==> config.mk <==
export PLATFORM = sky130hd
export DESIGN_NAME = top_n_score_tracker_core
export DESIGN_NICKNAME = d
export VERILOG_FILES = /design/src/hdl/tnst_pkg.sv /design/src/hdl/tnst_ram.sv /design/src/hdl/top_n_score_tracker_core.sv
export SDC_FILE = /design/constraint.sdc
export NUM_CORES = 1
export LEC_CHECK = 0
export BUFFER_PORTS_ARGS = -buffer_cell sky130_fd_sc_hd__buf_4
export CORE_MARGIN = 3
export CORE_UTILIZATION = 48
export CTS_BUF_LIST = sky130_fd_sc_hd__clkbuf_4
export DETAILED_ROUTE_END_ITERATION = 10
export PLACE_DENSITY = 0.78
export SYNTH_ARGS = -nofsm -noshare
export SYNTH_HDL_FRONTEND = slang
export SYNTH_SLANG_ARGS = --single-unit
export TNS_END_PERCENT = 20
==> constraint.sdc <==
create_clock -name clk -period 6.9 [get_ports clk]
set_input_delay 0 -clock clk [delete_from_list [all_inputs] [get_ports clk]]
set_output_delay 0 -clock clk [all_outputs]
set_load 0.05 [all_outputs]
==> src/hdl/tnst_pkg.sv <==
// Package for the top-N score tracker: slot count, index width, stored entry
// layout and operation codes. It depends on nothing else.
package tnst_pkg;

	// Number of tracked slots and the width of a slot index.
	localparam int ENTRIES = 8;
	localparam int IDX_W   = (ENTRIES > 1) ? $clog2(ENTRIES) : 1;

	// Widths of the stored fields and of the ranking key.
	localparam int ROW_W   = 12;
	localparam int COL_W   = 12;
	localparam int SCORE_W = 16;
	localparam int KEY_W   = SCORE_W + 1;
	localparam int SLOT_W  = 6;

	// Operation codes of an input beat.
	typedef enum logic [1:0] {
		OP_CLEAR = 2'd0,
		OP_OFFER = 2'd1,
		OP_READ  = 2'd2,
		OP_NONE  = 2'd3
	} op_t;

	// One stored candidate, as kept in the slot memory.
	typedef struct packed {
		logic [ROW_W-1:0]   row;
		logic [COL_W-1:0]   col;
		logic [SCORE_W-1:0] score;
	} entry_t;

endpackage

==> src/hdl/tnst_ram.sv <==
// Generic single-port-write, single-port-read RAM with a registered read.
// Stand-alone; used by the top-N score tracker for its slot storage.
module tnst_ram #(
	parameter int WIDTH = 8,
	parameter int DEPTH = 8
) (
	input  logic                                    clk,
	input  logic                                    wr_en,
	input  logic [((DEPTH > 1) ? $clog2(DEPTH) : 1)-1:0] wr_addr,
	input  logic [WIDTH-1:0]                        wr_data,
	input  logic                                    rd_en,
	input  logic [((DEPTH > 1) ? $clog2(DEPTH) : 1)-1:0] rd_addr,
	output logic [WIDTH-1:0]                        rd_data
);

	logic [WIDTH-1:0] mem_q [DEPTH];

	// Write port.
	always_ff @(posedge clk) begin
		if (wr_en) begin
			mem_q[wr_addr] <= wr_data;
		end
	end

	// Registered read port; the data holds while rd_en is low.
	always_ff @(posedge clk) begin
		if (rd_en) begin
			rd_data <= mem_q[rd_addr];
		end
	end

endmodule

==> src/hdl/top_n_score_tracker_core.sv <==
// Top-N score tracker: keeps the best-scoring candidate blocks seen so far.
// Depends on tnst_pkg and the generic RAM tnst_ram.
//
// Input channel (in_valid/in_ready) carries one operation per beat:
//   clear empties every slot at once and produces no output.
//   offer walks all slots through the slot memory, one slot a cycle, looking
//   for the first slot with the lowest key (empty below any score), and
//   replaces it if it is empty or the candidate score is strictly greater.
//   It produces no output.
//   read emits ENTRIES output beats in slot order, last_slot set on the final
//   one; after a registered memory read it streams one beat a cycle while the
//   receiver keeps out_ready high.
// Operation code 3 is taken and ignored.
// One operation is in work at a time; in_ready is high whenever the block is
// idle, even while an output beat still waits in the output register.
// A stall on out_ready holds the output register and pauses the read walk.
// Reset empties every slot at once through per-slot valid flops and leaves
// the output channel empty; the memory contents need no clearing pass.
module top_n_score_tracker_core (
	input  logic                         clk,
	input  logic                         arst_n,
	input  logic                         in_valid,
	output logic                         in_ready,
	input  logic [1:0]                   operation,
	input  logic [tnst_pkg::ROW_W-1:0]   cand_row,
	input  logic [tnst_pkg::COL_W-1:0]   cand_col,
	input  logic [tnst_pkg::SCORE_W-1:0] cand_score,
	output logic                         out_valid,
	input  logic                         out_ready,
	output logic [tnst_pkg::SLOT_W-1:0]  slot_index,
	output logic                         slot_valid,
	output logic [tnst_pkg::ROW_W-1:0]   slot_row,
	output logic [tnst_pkg::COL_W-1:0]   slot_col,
	output logic [tnst_pkg::SCORE_W-1:0] slot_score,
	output logic                         last_slot
);

	localparam logic [tnst_pkg::IDX_W-1:0] LAST_IDX = tnst_pkg::IDX_W'(tnst_pkg::ENTRIES - 1);

	typedef enum logic [1:0] {
		ST_IDLE,
		ST_SCAN,
		ST_READ
	} state_t;

	state_t                         state_q;
	logic [tnst_pkg::ENTRIES-1:0]   entry_valid_q;
	logic [tnst_pkg::IDX_W-1:0]     idx_q;
	logic [tnst_pkg::IDX_W-1:0]     min_idx_q;
	logic [tnst_pkg::KEY_W-1:0]     min_key_q;
	tnst_pkg::entry_t               cand_q;

	// Output register.
	logic                           out_valid_q;
	logic [tnst_pkg::IDX_W-1:0]     out_idx_q;
	logic                           out_ent_valid_q;
	tnst_pkg::entry_t               out_entry_q;
	logic                           out_last_q;

	// Memory ports.
	logic                           rd_en;
	logic [tnst_pkg::IDX_W-1:0]     rd_addr;
	tnst_pkg::entry_t               rd_data;
	logic                           wr_en;

	logic                           in_beat;
	tnst_pkg::op_t                  op;
	logic                           is_last;
	logic                           cur_valid;
	logic [tnst_pkg::KEY_W-1:0]     cur_key;
	logic                           take_cur;
	logic [tnst_pkg::IDX_W-1:0]     best_idx;
	logic [tnst_pkg::KEY_W-1:0]     best_key;
	logic [tnst_pkg::KEY_W-1:0]     cand_key;
	logic                           out_free;

	assign in_ready  = (state_q == ST_IDLE);
	assign in_beat   = in_valid && in_ready;
	assign op        = tnst_pkg::op_t'(operation);
	assign is_last   = (idx_q == LAST_IDX);
	assign out_free  = !out_valid_q || out_ready;
	assign cur_valid = entry_valid_q[idx_q];

	// Ranking of the slot whose data has just come out of the memory.
	assign cur_key  = cur_valid ? ({1'b0, rd_data.score} + tnst_pkg::KEY_W'(1))
	                            : '0;
	assign take_cur = (idx_q == '0) || (cur_key < min_key_q);
	assign best_idx = take_cur ? idx_q : min_idx_q;
	assign best_key = take_cur ? cur_key : min_key_q;
	assign cand_key = {1'b0, cand_q.score} + tnst_pkg::KEY_W'(1);

	// Memory control: walk from slot zero, one slot a cycle while not stalled.
	always_comb begin
		rd_en   = 1'b0;
		rd_addr = '0;
		wr_en   = 1'b0;
		unique case (state_q)
			ST_IDLE: begin
				rd_en = in_beat && (op == tnst_pkg::OP_OFFER || op == tnst_pkg::OP_READ);
			end
			ST_SCAN: begin
				rd_en   = !is_last;
				rd_addr = idx_q + tnst_pkg::IDX_W'(1);
				wr_en   = is_last && ((best_key == '0) || (cand_key > best_key));
			end
			ST_READ: begin
				rd_en   = out_free && !is_last;
				rd_addr = idx_q + tnst_pkg::IDX_W'(1);
			end
			default: begin
				rd_en = 1'b0;
			end
		endcase
	end

	tnst_ram #(
		.WIDTH($bits(tnst_pkg::entry_t)),
		.DEPTH(tnst_pkg::ENTRIES)
	) u_slot_ram (
		.clk     (clk),
		.wr_en   (wr_en),
		.wr_addr (best_idx),
		.wr_data (cand_q),
		.rd_en   (rd_en),
		.rd_addr (rd_addr),
		.rd_data (rd_data)
	);

	// Sequencer, slot valid flags and output register.
	always_ff @(posedge clk or negedge arst_n) begin
		if (!arst_n) begin
			state_q         <= ST_IDLE;
			entry_valid_q   <= '0;
			out_valid_q     <= 1'b0;
			idx_q           <= '0;
			min_idx_q       <= '0;
			min_key_q       <= '0;
			cand_q          <= '0;
			out_idx_q       <= '0;
			out_ent_valid_q <= 1'b0;
			out_entry_q     <= '0;
			out_last_q      <= 1'b0;
		end else begin
			// A taken beat empties the output register unless the read walk refills it.
			if (out_valid_q && out_ready && (state_q != ST_READ)) begin
				out_valid_q <= 1'b0;
			end
			unique case (state_q)
				ST_IDLE: begin
					if (in_beat) begin
						idx_q <= '0;
						unique case (op)
							tnst_pkg::OP_CLEAR: begin
								entry_valid_q <= '0;
							end
							tnst_pkg::OP_OFFER: begin
								cand_q.row   <= cand_row;
								cand_q.col   <= cand_col;
								cand_q.score <= cand_score;
								state_q      <= ST_SCAN;
							end
							tnst_pkg::OP_READ: begin
								state_q <= ST_READ;
							end
							tnst_pkg::OP_NONE: begin
								state_q <= ST_IDLE;
							end
						endcase
					end
				end
				ST_SCAN: begin
					min_idx_q <= best_idx;
					min_key_q <= best_key;
					if (is_last) begin
						if (wr_en) begin
							entry_valid_q[best_idx] <= 1'b1;
						end
						state_q <= ST_IDLE;
					end else begin
						idx_q <= idx_q + tnst_pkg::IDX_W'(1);
					end
				end
				ST_READ: begin
					if (out_free) begin
						out_valid_q     <= 1'b1;
						out_idx_q       <= idx_q;
						out_ent_valid_q <= cur_valid;
						out_entry_q     <= cur_valid ? rd_data : '0;
						out_last_q      <= is_last;
						if (is_last) begin
							state_q <= ST_IDLE;
						end else begin
							idx_q <= idx_q + tnst_pkg::IDX_W'(1);
						end
					end
				end
				default: begin
					state_q <= ST_IDLE;
				end
			endcase
		end
	end

	// Output beat.
	assign out_valid  = out_valid_q;
	assign slot_index = tnst_pkg::SLOT_W'(out_idx_q);
	assign slot_valid = out_ent_valid_q;
	assign slot_row   = out_entry_q.row;
	assign slot_col   = out_entry_q.col;
	assign slot_score = out_entry_q.score;
	assign last_slot  = out_last_q;

endmodule

==> run summary, run 1 <==
After floorplanning, the core was sized to cover 40,200 µm². The remaining routing DRC violations is 0. STA classifies the critical path startpoint as a flip-flop. The overall overflow remaining after global route came out at 0. Derived from the worst setup path, the maximum achievable clock frequency is about 150 MHz. The number of max-slew violations in the final report came out at 0. The total number of H-tree levels came out at 3.

The net switching share of the total power is 35.6%. Setup violations remaining at the end of the flow were counted as 0. The library cell used most frequently in the layout, excluding fill and tap cells, is edfxtp_1. The number of fillers in the final layout came out at between 3k and 4k. The count of flip-flops with a built-in enable after synthesis came out at 360. The count of different cell masters after synthesis came out at 60. Internal power comes to 5.97 mW. The slew at the pin with the worst max-slew slack came out at 1160 ps. In this run the cell area of the synthesized design comes to 19,800 µm². The clock-pin slew on the worst setup and hold paths came out at 60 ps.

The share of the Yosys chip area taken by registers is 69.8%. The detailed router finished its first iteration with approximately 1.3k violations. Of the post-synthesis cell area, the dominant cell type holds 54.7%. At the end of routability-driven placement, the weighted congestion stood at ~0.91. In this run the static leakage power is 8.93 nW. The area growth from synthesis to final layout is 19.8%. The worst setup timing slack at the placement stage came out at 62.8 ps. The clock buffer count from CTS is 116. The cell type with the highest aggregate area in the netlist is edfxtp_1.

The number of maximum-capacitance constraint violations came out at 0. The shortest clock period the worst path allows after layout is 6550 ps. For this block, the via count after detailed routing is about 13k. The area enclosed by the die boundary came out at 43,600 µm². The dominant register cell in the synthesized netlist is edfxtp_1.

The insertion delay of the later-clocked pin in the worst-skew pair came out at 830 ps. The tree built by TritonCTS fans out to 479 sinks. The first detailed-routing pass ran for 6 iterations.

The critical path is of the flip-flop to flip-flop type. The switching power of the nets came out at 3.31 mW. The mean routed wirelength per cell came out at 21.3 µm. Per report_power, the sequential group accounts for between 40% and 50% of the total.

The number of global-route vias before repair was 13.1k. The run finished with clean final reports. The total detailed-routing wirelength is 46.9 mm.

The effective utilization at floorplan is roughly half. The global-route wire length before repair is 73.7 mm. The pin count of the biggest net entering global routing came out at 82. The count of warnings emitted by yosys came out at 0. In the final layout, the share of cells above drive strength 1 is 25.8%.

The delay contributed by the slowest stage of the critical path came out at 520 ps. On the critical path the largest part of the delay comes from simple AND/OR/NAND/NOR gates. Traced cell by cell, the critical path runs through nand3_1 > nor4_4 > nand3_1 > xor2_1 > nor2_1 > ha_1 > nand4_1 > nor4_1 > a221oi_1 > o21a_1 > a21o_1 > buf_4 > mux2i_1 > ha_1 > nand4_1 > or2_2 > o22ai_1 > o21a_1 > o311a_1 > nand3_1 > nor2_4 > buf_6. Combinational logic is responsible for 28.0% of the overall power. The cell that appears most often on the critical path is nand3_1. The share of flip-flops with an asynchronous set or reset came out at 24.8%. In this run the mean area of a mapped cell was 15.1 µm². The worst pin sits at a relative slew slack of 22.4%. The cell count after synthesis came out at 1,305. The total power is 9.28 mW. Detailed placement ended at an HPWL of 27.4 mm. Measured along the x axis, the die boundary spans 209 µm. The clock skew after layout came out at between 80 and 90 ps.

The total routing usage reported by global routing came out at 21.4%. Data on the critical path is required at its endpoint by between 7000 and 8000 ps. The post-route antenna net violation count is 0. Counting along the longest clock path gives a buffer depth of 3.

In the layout the commonest cells are edfxtp_1, clkbuf_4, nand2_1. The min-delay analysis places its worst path in the category input port to flip-flop. The worst path buffer plus inverter count is 2. The number of synthesized register bits came out at 479. Ranked by total cell area, the synthesized netlist is headed by edfxtp_1, dfrtp_1, mux4_2. The arrival time reported for the critical path endpoint is 6960 ps. After floorplanning, the core was divided into 73 placement rows. The total power density per cell area is 392 nW/µm². The root buffer selected by CTS is clkbuf_4. The port buffer count is 92. In this run the vertical extent of the chip is 209 µm. The average via count per standard cell is 5.81. The slowest stage of the critical path belongs to the cell edfxtp_1.

The worst setup path is captured at a flip-flop. The largest voltage drop on the vdd net came out at around 260 µV. TritonCTS built the clock tree.

The initial antenna violation count is 3. The count of boundary I/O pins is 96. The setup slack after layout came out at roughly 350 ps. The clock network fraction of total power is 24.3%. The final number of hold-violating endpoints came out at 0.

The portion of the clock cycle consumed by the worst path in the final layout is 94.9%. The largest fanout on the critical path is 32. The total number of nets in the final design is between 1.5k and 2k.

Setup repair after global routing could not meet its margin everywhere.
## kinds of logic (layout without fill, tap and decap cells)
logic type | Yosys count | in the layout | synth area share [%]
AO/OA/AOI/OAI | 259 | 259 | 9.46
flip-flops | 479 | 479 | 69.8
multiplexers | 106 | 106 | 8.22
AND/OR/NAND/NOR | 278 | 278 | 6.19
buffers and inverters | 109 | 476 | 2.22
adder cells (fa/ha/maj) | 47 | 47 | 2.98
other | 1 | 4 | 0.0190
XOR/XNOR | 26 | 26 | 1.15
## final timing paths
path / start / endpoint / slack [ps] / depth (start not counted)
worst min-delay path: out_ready / out_valid$_DFF_PN0_ / 100 / 4
worst min register to register: slot_col[2]$_DFFE_PN0P_ / slot_col[2]$_DFFE_PN0P_ / 480 / 2
max in group asynchronous: arst_n / idx_q[0]$_DFFE_PN0P_ / 5670 / 4
worst max register to register: u_slot_ram.rd_data[2]$_DFFE_PP_ / u_slot_ram.mem_q[6][32]$_DFFE_PP_ / 350 / 22
worst max-delay path: u_slot_ram.rd_data[2]$_DFFE_PP_ / u_slot_ram.mem_q[6][32]$_DFFE_PP_ / 350 / 22
min in group asynchronous: arst_n / slot_row[11]$_DFFE_PN0P_ / 280 / 4
## metal layers
metal | routed length [µm] | GRT usage (%) | up-vias
li1 | - | - | 5706
met1 | 19000 | 29.5 | 6325
met2 | 22600 | 33.7 | 675
met3 | 4130 | 4.71 | 77
met4 | 1140 | 8.13 | 4
met5 | 25 | 0 | -
## registers in the layout, summed over array words and instances, names as in the netlist
name / count
idx_q: 3
out_idx_q: 3
slot_score: 16
out_valid: 1
slot_row: 12
min_key_q: 17
slot_col: 12
slot_valid: 1
cand_q: 40
entry_valid_q: 8
last_slot: 1
min_idx_q: 3
u_slot_ram.mem_q: 320
state_q: 2
u_slot_ram.rd_data: 40
## worst min-delay path: stages
cell	delay, ps
dlygate4sd3_1	530
buf_4	100
nand2b_1	180
o21bai_1	80
## power by group through the flow
| stage | Combinational [mW] | Clock, mW | Sequential [mW] |
|---|---|---|---|
| 6_report | 2.60 | 2.25 | 4.43 |
| 5_1_grt | 2.84 | 2.47 | 4.50 |
| 4_1_cts | 2.56 | 2.29 | 4.43 |
| 3_5_place_dp | 2.48 | 0 | 4.49 |
| 3_3_place_gp | 2.43 | 0 | 4.45 |
| 2_1_floorplan | 1.77 | 0 | 4.24 |
## per-stage QoR
| stage | hold WS (ps) | setup TNS (ps) | util [%] | instance area, µm² | cells |
|---|---|---|---|---|---|
| 2_1_floorplan | -296 | 0 | - | 19800 | 1307 |
| 3_5_place_dp | 94.0 | 0 | 52.5 | 21100 | 1874 |
| 3_3_place_gp | 83.0 | 0 | 52.5 | 21100 | 1874 |
| 4_1_cts | 24.2 | 0 | 58.5 | 23500 | 2179 |
| 5_1_grt | 87.7 | -353 | 58.9 | 23700 | 2200 |
| 6_report | 100 | 0 | 58.9 | 23700 | 2200 |
## area by class of cell
| type | count | area, µm² | share of cell area, % |
|---|---|---|---|
| timing repair buffer | 233 | 2010 | 8.49 |
| clock inverter | 43 | 188 | 0.793 |
| sequential | 479 | 13800 | 58.2 |
| clock buffer | 168 | 1260 | 5.33 |
| multi-input combinational | 719 | 5650 | 23.9 |
| tap | 525 | 657 | 2.77 |
| inverter | 32 | 123 | 0.518 |
| antenna | 1 | 2.50 | 0.0106 |
## repair_timing
action	in CTS	in global routing
hold endpoints to repair	112	0
resized for setup	0	4
hold buffers	94	0
endpoints found under the setup margin	0	263
buffers inserted	0	20
## cells in the mapped netlist, drive strengths merged (6+ instances only)
library cell and n:
inv 32, nand3 24, nor4 8, ha 47, o31ai 42, nor2 56
o21ai 55, mux2 41, dfrtp 119, and3 8, clkbuf 57, a22o 8
edfxtp 360, xnor2 14, nor3 6, a21oi 40, a221oi 82, mux4 41
xor2 12, nand4 10, a21o 7, mux2i 24, nand2 151, buf 20
Note: power is estimated with default switching activity, not from simulation.
==> run 2, diff against run 1 <==
--- a/config.mk
+++ b/config.mk
@@ -11,6 +11,7 @@
 export CTS_BUF_LIST = sky130_fd_sc_hd__clkbuf_4
 export DETAILED_ROUTE_END_ITERATION = 10
 export PLACE_DENSITY = 0.78
+export REMOVE_ABC_BUFFERS = 1
 export SYNTH_ARGS = -nofsm -noshare
 export SYNTH_HDL_FRONTEND = slang
 export SYNTH_SLANG_ARGS = --single-unit
==> run 2 against run 1 <==
Compared with the run above:
- final cell count grew 0.45%
- largest power group unchanged
- sequential power about the same
- critical endpoint is now u_slot_ram.mem_q[0][24]$_DFFE_PP_
- clock skew increased by 3.7 ps
- count of clock-buffer cells in the layout is 6 higher
- final area grew 1.1%
- non-clock buffer count is 3 lower
- largest cell class unchanged
- critical path type unchanged
==> run summary, run 2 (synthesized netlist as in run 1, its figures left out) <==
The run finished with clean final reports. The post-route antenna net violation count came out at 0 (unchanged). The met2 routing resource usage after global routing came out at 34.8% (+1.1 points). The total power density per cell area is 398 nW/µm² (+1.5%). The delay contributed by the slowest stage of the critical path came out at 600 ps (+80 ps). The endpoint of the worst register-to-register path is u_slot_ram.mem_q[0][24]$_DFFE_PP_. The worst path buffer plus inverter count is 3 (+1). The total number of H-tree levels came out at 3 (unchanged). The largest fanout on the critical path is 10 (-69%). Among all stages on the critical path, the largest delay is contributed by or4_1.

The clock-pin slew on the worst setup and hold paths is 80 ps (+20 ps). The mean routed wirelength per cell is 22.0 µm (+3.3%). The arrival time reported for the critical path endpoint is 7020 ps (+60 ps). The layer flagged by global routing as most heavily used is met2. The number of max-slew violations in the final report came out at 0 (unchanged).

The largest registers in the layout are u_slot_ram.mem_q (320), cand_q (40), u_slot_ram.rd_data (40). The number of global-route vias before repair is 13.3k (+1.4%). The total detailed-routing wirelength was 48.6 mm (+3.8%). The number of iterations in the first detailed-routing pass came out at 5 (-1).

The floorplan die width came out at 209 µm (unchanged). The overall via count from detail_route was 12.9k (+0.77%). The worst setup path is captured at a flip-flop. The launch instance of the worst register-to-register path is u_slot_ram.rd_data[1]$_DFFE_PP_. The tree is rooted in a clkbuf_4. The global placement routability congestion came to 0.959 (+5.1%). The largest buffer count on any clock path is 3 (unchanged). The placeable core area was 40,200 µm² (unchanged). The number of fillers in the final layout came out at 3,010 (-2.4%). The initial antenna violation count came out at 1 (-2). The register-to-register setup slack is 420 ps (+70 ps). The number of placed instances with taps included was 1,869 (-0.27%).

Setup repair after global routing left no endpoint under its margin. The post-layout instance count excluding filler cells was 2,210 (+0.45%). The largest voltage drop on the vdd net came out at 315 µV (+20%).

The final number of hold-violating endpoints came out at 0 (unchanged). In the layout the commonest cells are edfxtp_1, clkbuf_4, nand2_1. The leakage power figure was 8.97 nW (+0.54%). The number of clock sinks seen by CTS came out at 479 (unchanged). The overall overflow remaining after global route came to 0 (unchanged). The required time of the critical path is 7440 ps (+130 ps).

The area enclosed by the die boundary came out at 43,600 µm² (unchanged). The pin count of the biggest net entering global routing was 83 (+1.2%). The remaining routing DRC violations is 0 (unchanged).

In this run the most critical hold path is launched from out_ready. The average via count per standard cell came out at 5.83 (+0.31%). The clock skew after layout came out at 88.1 ps (+3.73 ps). The slew at the pin with the worst max-slew slack is 1140 ps (-17.8 ps).

The HPWL after detailed placement came out at 27.6 mm (+0.57%). The met1 routing resource usage after global routing is 31.0% (+1.6 points). The count of boundary I/O pins came out at 96 (unchanged). The cell family contributing the most delay on the critical path is simple AND/OR/NAND/NOR gates. The count of standard-cell rows is 73 (unchanged).

The total power is 9.52 mW (+2.6%). Following the worst setup path forward leads to its endpoint at u_slot_ram.mem_q[0][24]$_DFFE_PP_. The worst hold path belongs to the class input port to flip-flop.

Leaving out fill and tap cells, the most frequent cell in the layout is edfxtp_1. The clock buffer count from CTS was 116 (unchanged). The area growth from synthesis to final layout came out at 21.1%. The die height is 209 µm (unchanged). The layout cell share with drive strength beyond 1 is 25.9% (+0.084 points).

The port buffer count came out at 92 (unchanged). In this run the worst setup path begins at u_slot_ram.rd_data[1]$_DFFE_PP_. The depth of the worst register-to-register path came out at 25 (+14%). STA classifies the critical path startpoint as a flip-flop. The number of cells on the critical path came out at 25 (+14%).

The insertion delay of the later-clocked pin in the worst-skew pair came out at 840 ps (about the same). The flip-flop count of the largest register, all copies and words added came to 320 (unchanged). The global routing usage on met3 is 4.67% (-0.045 points). The count of routing violations after the opening detailed-route iteration came to 1,294 (-3.8%).

The total routing usage reported by global routing came to 22.1% (+0.73 points). The highest clock rate came out at 154 MHz (+1.1%). The final-report setup violation count is 0 (unchanged). The effective utilization at floorplan is 49.2% (unchanged).

The portion of the clock cycle consumed by the worst path in the final layout came to 93.9% (-1.1 points). The number of maximum-capacitance constraint violations came out at 0 (unchanged). TritonCTS built the clock tree. The global-route wire length before repair is 76.0 mm (+3.1%). The worst setup path is of the flip-flop to flip-flop kind. More flip-flops sit in one register than any other, and that register is u_slot_ram.mem_q.

The worst relative slew slack came to 23.6% (+1.2 points). The most prevalent standard cell on the critical path is ha_1. The shortest clock period the worst path allows after layout came out at 6480 ps (-72.7 ps).

The total number of nets in the final design is 1,678 (+0.24%).
run 2: cell types whose count changed in the layout (fill, tap and decap cells not counted), sizes merged:
| cell | change |
|---|---|
| buf | -13 |
| bufinv | +3 |
| clkbuf | +6 |
| clkinvlp | +1 |
| dlygate4sd3 | +10 |
| inv | -4 |
| nor2 | +7 |
run 2: how the worst min path moves through the flow:
stage	to	cells after the start
final	out_valid$_DFF_PN0_	4
after global routing	out_valid$_DFF_PN0_	4
after CTS	out_valid$_DFF_PN0_	4
after detailed placement	cand_q[33]$_DFFE_PN0P_	1
after global placement	slot_col[9]$_DFFE_PN0P_	1
after floorplan	cand_q[0]$_DFFE_PN0P_	0
run 2: per-layer routing:
| layer | up-vias | wire, µm | share of wire, % |
|---|---|---|---|
| li1 | 5724 | - | - |
| met4 | 0 | 1140 | 2.3 |
| met1 | 6427 | 20300 | 42 |
| met5 | - | 0 | 0 |
| met2 | 650 | 23300 | 48 |
| met3 | 84 | 3850 | 7.9 |
run 2: area by class of cell:
cell class / count / area, µm² / area share (%)
Antenna cell: 1 / 2.50 / 0.0105
Clock buffer: 174 / 1310 / 5.46
Clock inverter: 43 / 264 / 1.10
Inverter: 32 / 123 / 0.512
Multi-Input combinational cell: 726 / 5770 / 24.1
Sequential cell: 479 / 13800 / 57.6
Tap cell: 525 / 657 / 2.75
Timing Repair Buffer: 230 / 2020 / 8.43
run 2: worst min-delay path, delay by kind of cell:
family / cells / cell delay [ps]
buffers and inverters: 2 / 630
and+or+nand+nor: 1 / 190
AOI/OAI and AO/OA: 1 / 80
run 2: power by group:
part / switching [mW] / total [mW] / leakage [nW] / internal (mW)
logic: 1.61 / 2.68 / 3.24 / 1.07
clock network: 1.14 / 2.41 / 0.920 / 1.27
registers: 0.602 / 4.43 / 4.81 / 3.83
total: 3.35 / 9.52 / 8.97 / 6.17
run 2: what timing repair did:
| action | in CTS | in global routing |
|---|---|---|
| endpoints found under the setup margin | 292 | 320 |
| hold buffers | 104 | 0 |
| cloned | 7 | 0 |
| buffers inserted | 4 | 8 |
| gates resized for setup | 9 | 7 |
| pin swaps | 9 | 3 |
| hold endpoints to repair | 103 | 0 |
run 2: through the flow:
| stage | TNS [ps] | util (%) | hold WS (ps) | setup WS, ps | area [µm²] |
|---|---|---|---|---|---|
| 2_1_floorplan | -334950 | - | -296 | -1060 | 19500 |
| 3_3_place_gp | 0 | 52.4 | 61.8 | 86.2 | 21100 |
| 3_5_place_dp | -74800 | 52.4 | 73.6 | -361 | 21100 |
| 4_1_cts | 0 | 59.2 | 59.7 | 90.8 | 23800 |
| 5_1_grt | 0 | 59.5 | 127 | 55.0 | 23900 |
| 6_report | 0 | 59.5 | 133 | 421 | 23900 |
==> run 3, diff against run 2 <==
--- a/config.mk
+++ b/config.mk
@@ -7,10 +7,10 @@
 export LEC_CHECK = 0
 export BUFFER_PORTS_ARGS = -buffer_cell sky130_fd_sc_hd__buf_4
 export CORE_MARGIN = 3
-export CORE_UTILIZATION = 48
+export CORE_UTILIZATION = 57
 export CTS_BUF_LIST = sky130_fd_sc_hd__clkbuf_4
 export DETAILED_ROUTE_END_ITERATION = 10
-export PLACE_DENSITY = 0.78
+export PLACE_DENSITY = 0.89
 export REMOVE_ABC_BUFFERS = 1
 export SYNTH_ARGS = -nofsm -noshare
 export SYNTH_HDL_FRONTEND = slang
==> run 3 against run 2 <==
Compared with the run above:
- the flow now finishes with violations (setup timing)
- power is 0.67% higher
- final area down 2.5%
- critical path depth fell by 4
- register-to-register slack got worse by 590 ps
- routed wire length increased by 9.4%
- global-route usage rose by 7.2 points
- clock power hardly changed
- critical path type unchanged
- largest cell class unchanged
- largest power group unchanged
==> run summary, run 3 (synthesized netlist as in run 1, its figures left out) <==
TritonCTS built the clock tree. The total number of nets in the final design came out at 1,632 (-2.7%). In the layout the commonest cells are edfxtp_1, clkbuf_4, nand2_1.

The final core utilization came out at 68.9% (+9.4 points). The total number of H-tree levels came out at 3 (unchanged). The remaining routing DRC violations came out at 0 (unchanged). The count of standard-cell rows came to 67 (-8.2%). The number of global-route vias before repair is 13.3k (+0.44%). The worst setup path is of the flip-flop to flip-flop kind. The effective utilization at floorplan came to 58.4% (+9.2 points). Clock tree synthesis selected as its root buffer the cell clkbuf_4.

The final number of hold-violating endpoints is 0 (unchanged). The critical path capture point type is a flip-flop. The count of routing violations after the opening detailed-route iteration came out at 1,767 (+37%).

Setup repair after global routing could not meet its margin everywhere. The port buffer count is 92 (unchanged). The worst hold slack is 17.1 ps (-116 ps).

The clock buffer count from CTS is 112 (-3.4%). The initial antenna violation count is 3 (+2). The total routing usage reported by global routing is 29.3% (+7.2 points). The clock-pin slew on the worst setup and hold paths is 70 ps (about the same). The floorplan die width is 192 µm (-8.0%). STA classifies the critical path startpoint as a flip-flop. The largest registers in the layout are u_slot_ram.mem_q (320), cand_q (40), u_slot_ram.rd_data (40). The flip-flop count of the largest register, all copies and words added came out at 320 (unchanged).

The largest voltage drop on the vdd net was 393 µV (+25%). The flow ran to the end, but the final reports show violations. The area enclosed by the die boundary came out at 36,900 µm² (-15%). In this run the worst setup path begins at u_slot_ram.rd_data[2]$_DFFE_PP_. The number of cells on the critical path is 21 (-16%).

Walking the worst path, the cells encountered are nand3_1 > nor4_4 > nand3_1 > xor2_1 > nor2_1 > ha_1 > nand4_1 > nor4_1 > a221oi_1 > o21a_1 > a21o_1 > buf_4 > mux2i_1 > ha_1 > nand4_1 > or2_2 > o22ai_1 > o21a_1 > o311a_1 > nand3_1 > nor2_4. The overall via count from detail_route came out at 13.3k (+3.3%). The global-route wire length before repair came out at 81.0 mm (+6.6%).

The most prevalent standard cell on the critical path is nand3_1. The worst relative slew slack was 8.09% (-15 points). The number of iterations in the first detailed-routing pass came out at 6 (+1). The insertion delay of the later-clocked pin in the worst-skew pair is 830 ps (about the same). The critical path ends at u_slot_ram.mem_q[2][31]$_DFFE_PP_. The slowest cell on the critical path is nor2_4. The average via count per standard cell came to 6.37 (+9.3%).

The worst register-to-register path begins at u_slot_ram.rd_data[2]$_DFFE_PP_. The die height came out at 192 µm (-8.0%). The setup slack after layout is -166 ps (-587 ps). The final instance area is 23,300 µm² (-2.5%). The placeable core area is 33,900 µm² (-16%). The highest clock rate came to 142 MHz (-8.3%). The mean routed wirelength per cell came out at 25.5 µm (+16%). The depth of the worst register-to-register path is 21 (-16%).

The clock skew after layout was 77.7 ps (-10.4 ps). The post-route antenna net violation count came to 0 (unchanged). The endpoint of the worst register-to-register path is u_slot_ram.mem_q[2][31]$_DFFE_PP_. The delay contributed by the slowest stage of the critical path is 1180 ps (+580 ps). The largest fanout on the critical path came out at 40 (+30). The pin count of the biggest net entering global routing came out at 83 (unchanged). The number of maximum-capacitance constraint violations is 0 (unchanged). The overall overflow remaining after global route came out at 0 (unchanged). The number of buffers added for setup after CTS is 0 (-4). The area growth from synthesis to final layout came out at 18.1%.

The final-report setup violation count is 320 (+320). The arrival time reported for the critical path endpoint is 7440 ps (+420 ps). The global placement routability congestion was 0.943 (-1.6%). The largest buffer count on any clock path is 3 (unchanged). The worst setup timing slack at the placement stage came to -15.2 ps (+346 ps). The checks that failed: setup timing. The leakage power figure came out at 8.77 nW (-2.2%). The total power density per cell area is 411 nW/µm² (+3.2%). The kind of cell with the highest combined delay along the critical path is simple AND/OR/NAND/NOR gates. The number of clock sinks seen by CTS is 479 (unchanged). The required time of the critical path is 7280 ps (-160 ps). The HPWL after detailed placement came out at 28.9 mm (+4.8%). The shortest clock period the worst path allows after layout came out at 7070 ps (+587 ps). The path class of the tightest hold or removal check is input port to flip-flop. The layout cell share with drive strength beyond 1 is 25.3% (-0.55 points). The worst path buffer plus inverter count came to 1 (-2). The slew at the pin with the worst max-slew slack is 1380 ps (+233 ps). The final total negative setup slack is -26,230 ps (-26,230 ps).

Ranked by flip-flop count, first place goes to u_slot_ram.mem_q. The count of boundary I/O pins is 96 (unchanged). The most common cell after layout, fill and taps aside is edfxtp_1. The number of max-slew violations in the final report is 0 (unchanged). The register-to-register setup slack was -170 ps (-590 ps). The total detailed-routing wirelength was 53.2 mm (+9.4%). The cell area after placement is 20,900 µm² (-0.53%). The portion of the clock cycle consumed by the worst path in the final layout came out at 102% (+8.5 points).
## run 3: layout make-up
type	instances	area, µm²
well taps	448	561
fillers	2106	10500
repair buffers	195	1690
diodes	3	7.51
flip-flops and latches	479	13800
clock inverters	34	173
clock buffers	179	1340
inverters	32	123
multi-input cells	719	5650
## run 3: worst min-delay path by stage
stage                      startpoint                endpoint  slack [ps]  cells past startpoint
final                     cand_row[5]  cand_q[33]$_DFFE_PN0P_          20                      3
after global routing      cand_row[5]  cand_q[33]$_DFFE_PN0P_         -20                      3
after CTS                 cand_row[5]  cand_q[33]$_DFFE_PN0P_           2                      3
after detailed placement       arst_n  cand_q[35]$_DFFE_PN0P_         140                      1
after global placement         arst_n  cand_q[35]$_DFFE_PN0P_         130                      1
after floorplan                arst_n   cand_q[0]$_DFFE_PN0P_        -300                      0
## run 3: metrics by stage
step           total power, mW  cells
3_5_place_dp              7.00   1790
2_1_floorplan             5.97   1230
6_report                  9.58   2089
5_1_grt                   9.99   2089
3_3_place_gp              6.85   1790
4_1_cts                   9.41   2086
## run 3: what timing repair did
item,in CTS,in global routing
endpoints found under the setup margin,309,320
hold buffers,83,0
gates resized for setup,2,0
pin swaps,4,0
endpoints found under the hold margin,113,0
## run 3: tightest hold or removal path, delay by kind of cell
kind	cells	cell delay, ps
buf+inv	2	630
mux	1	130
## run 3: report_power, final
group	switching (mW)	internal [mW]
registers	0.660	3.83
logic	1.66	1.01
clock network	1.21	1.22
total	3.53	6.06
## run 3: per-layer routing
layer | global-route usage [%] | wire length (µm) | part of all wire [%] | vias up
met5 | 0 | 0 | 0 | -
met4 | 10.2 | 1590 | 3.0 | 0
met3 | 7.90 | 6340 | 12 | 132
met2 | 45.8 | 25100 | 47 | 993
met1 | 40.1 | 20100 | 38 | 6574
li1 | - | - | - | 5610
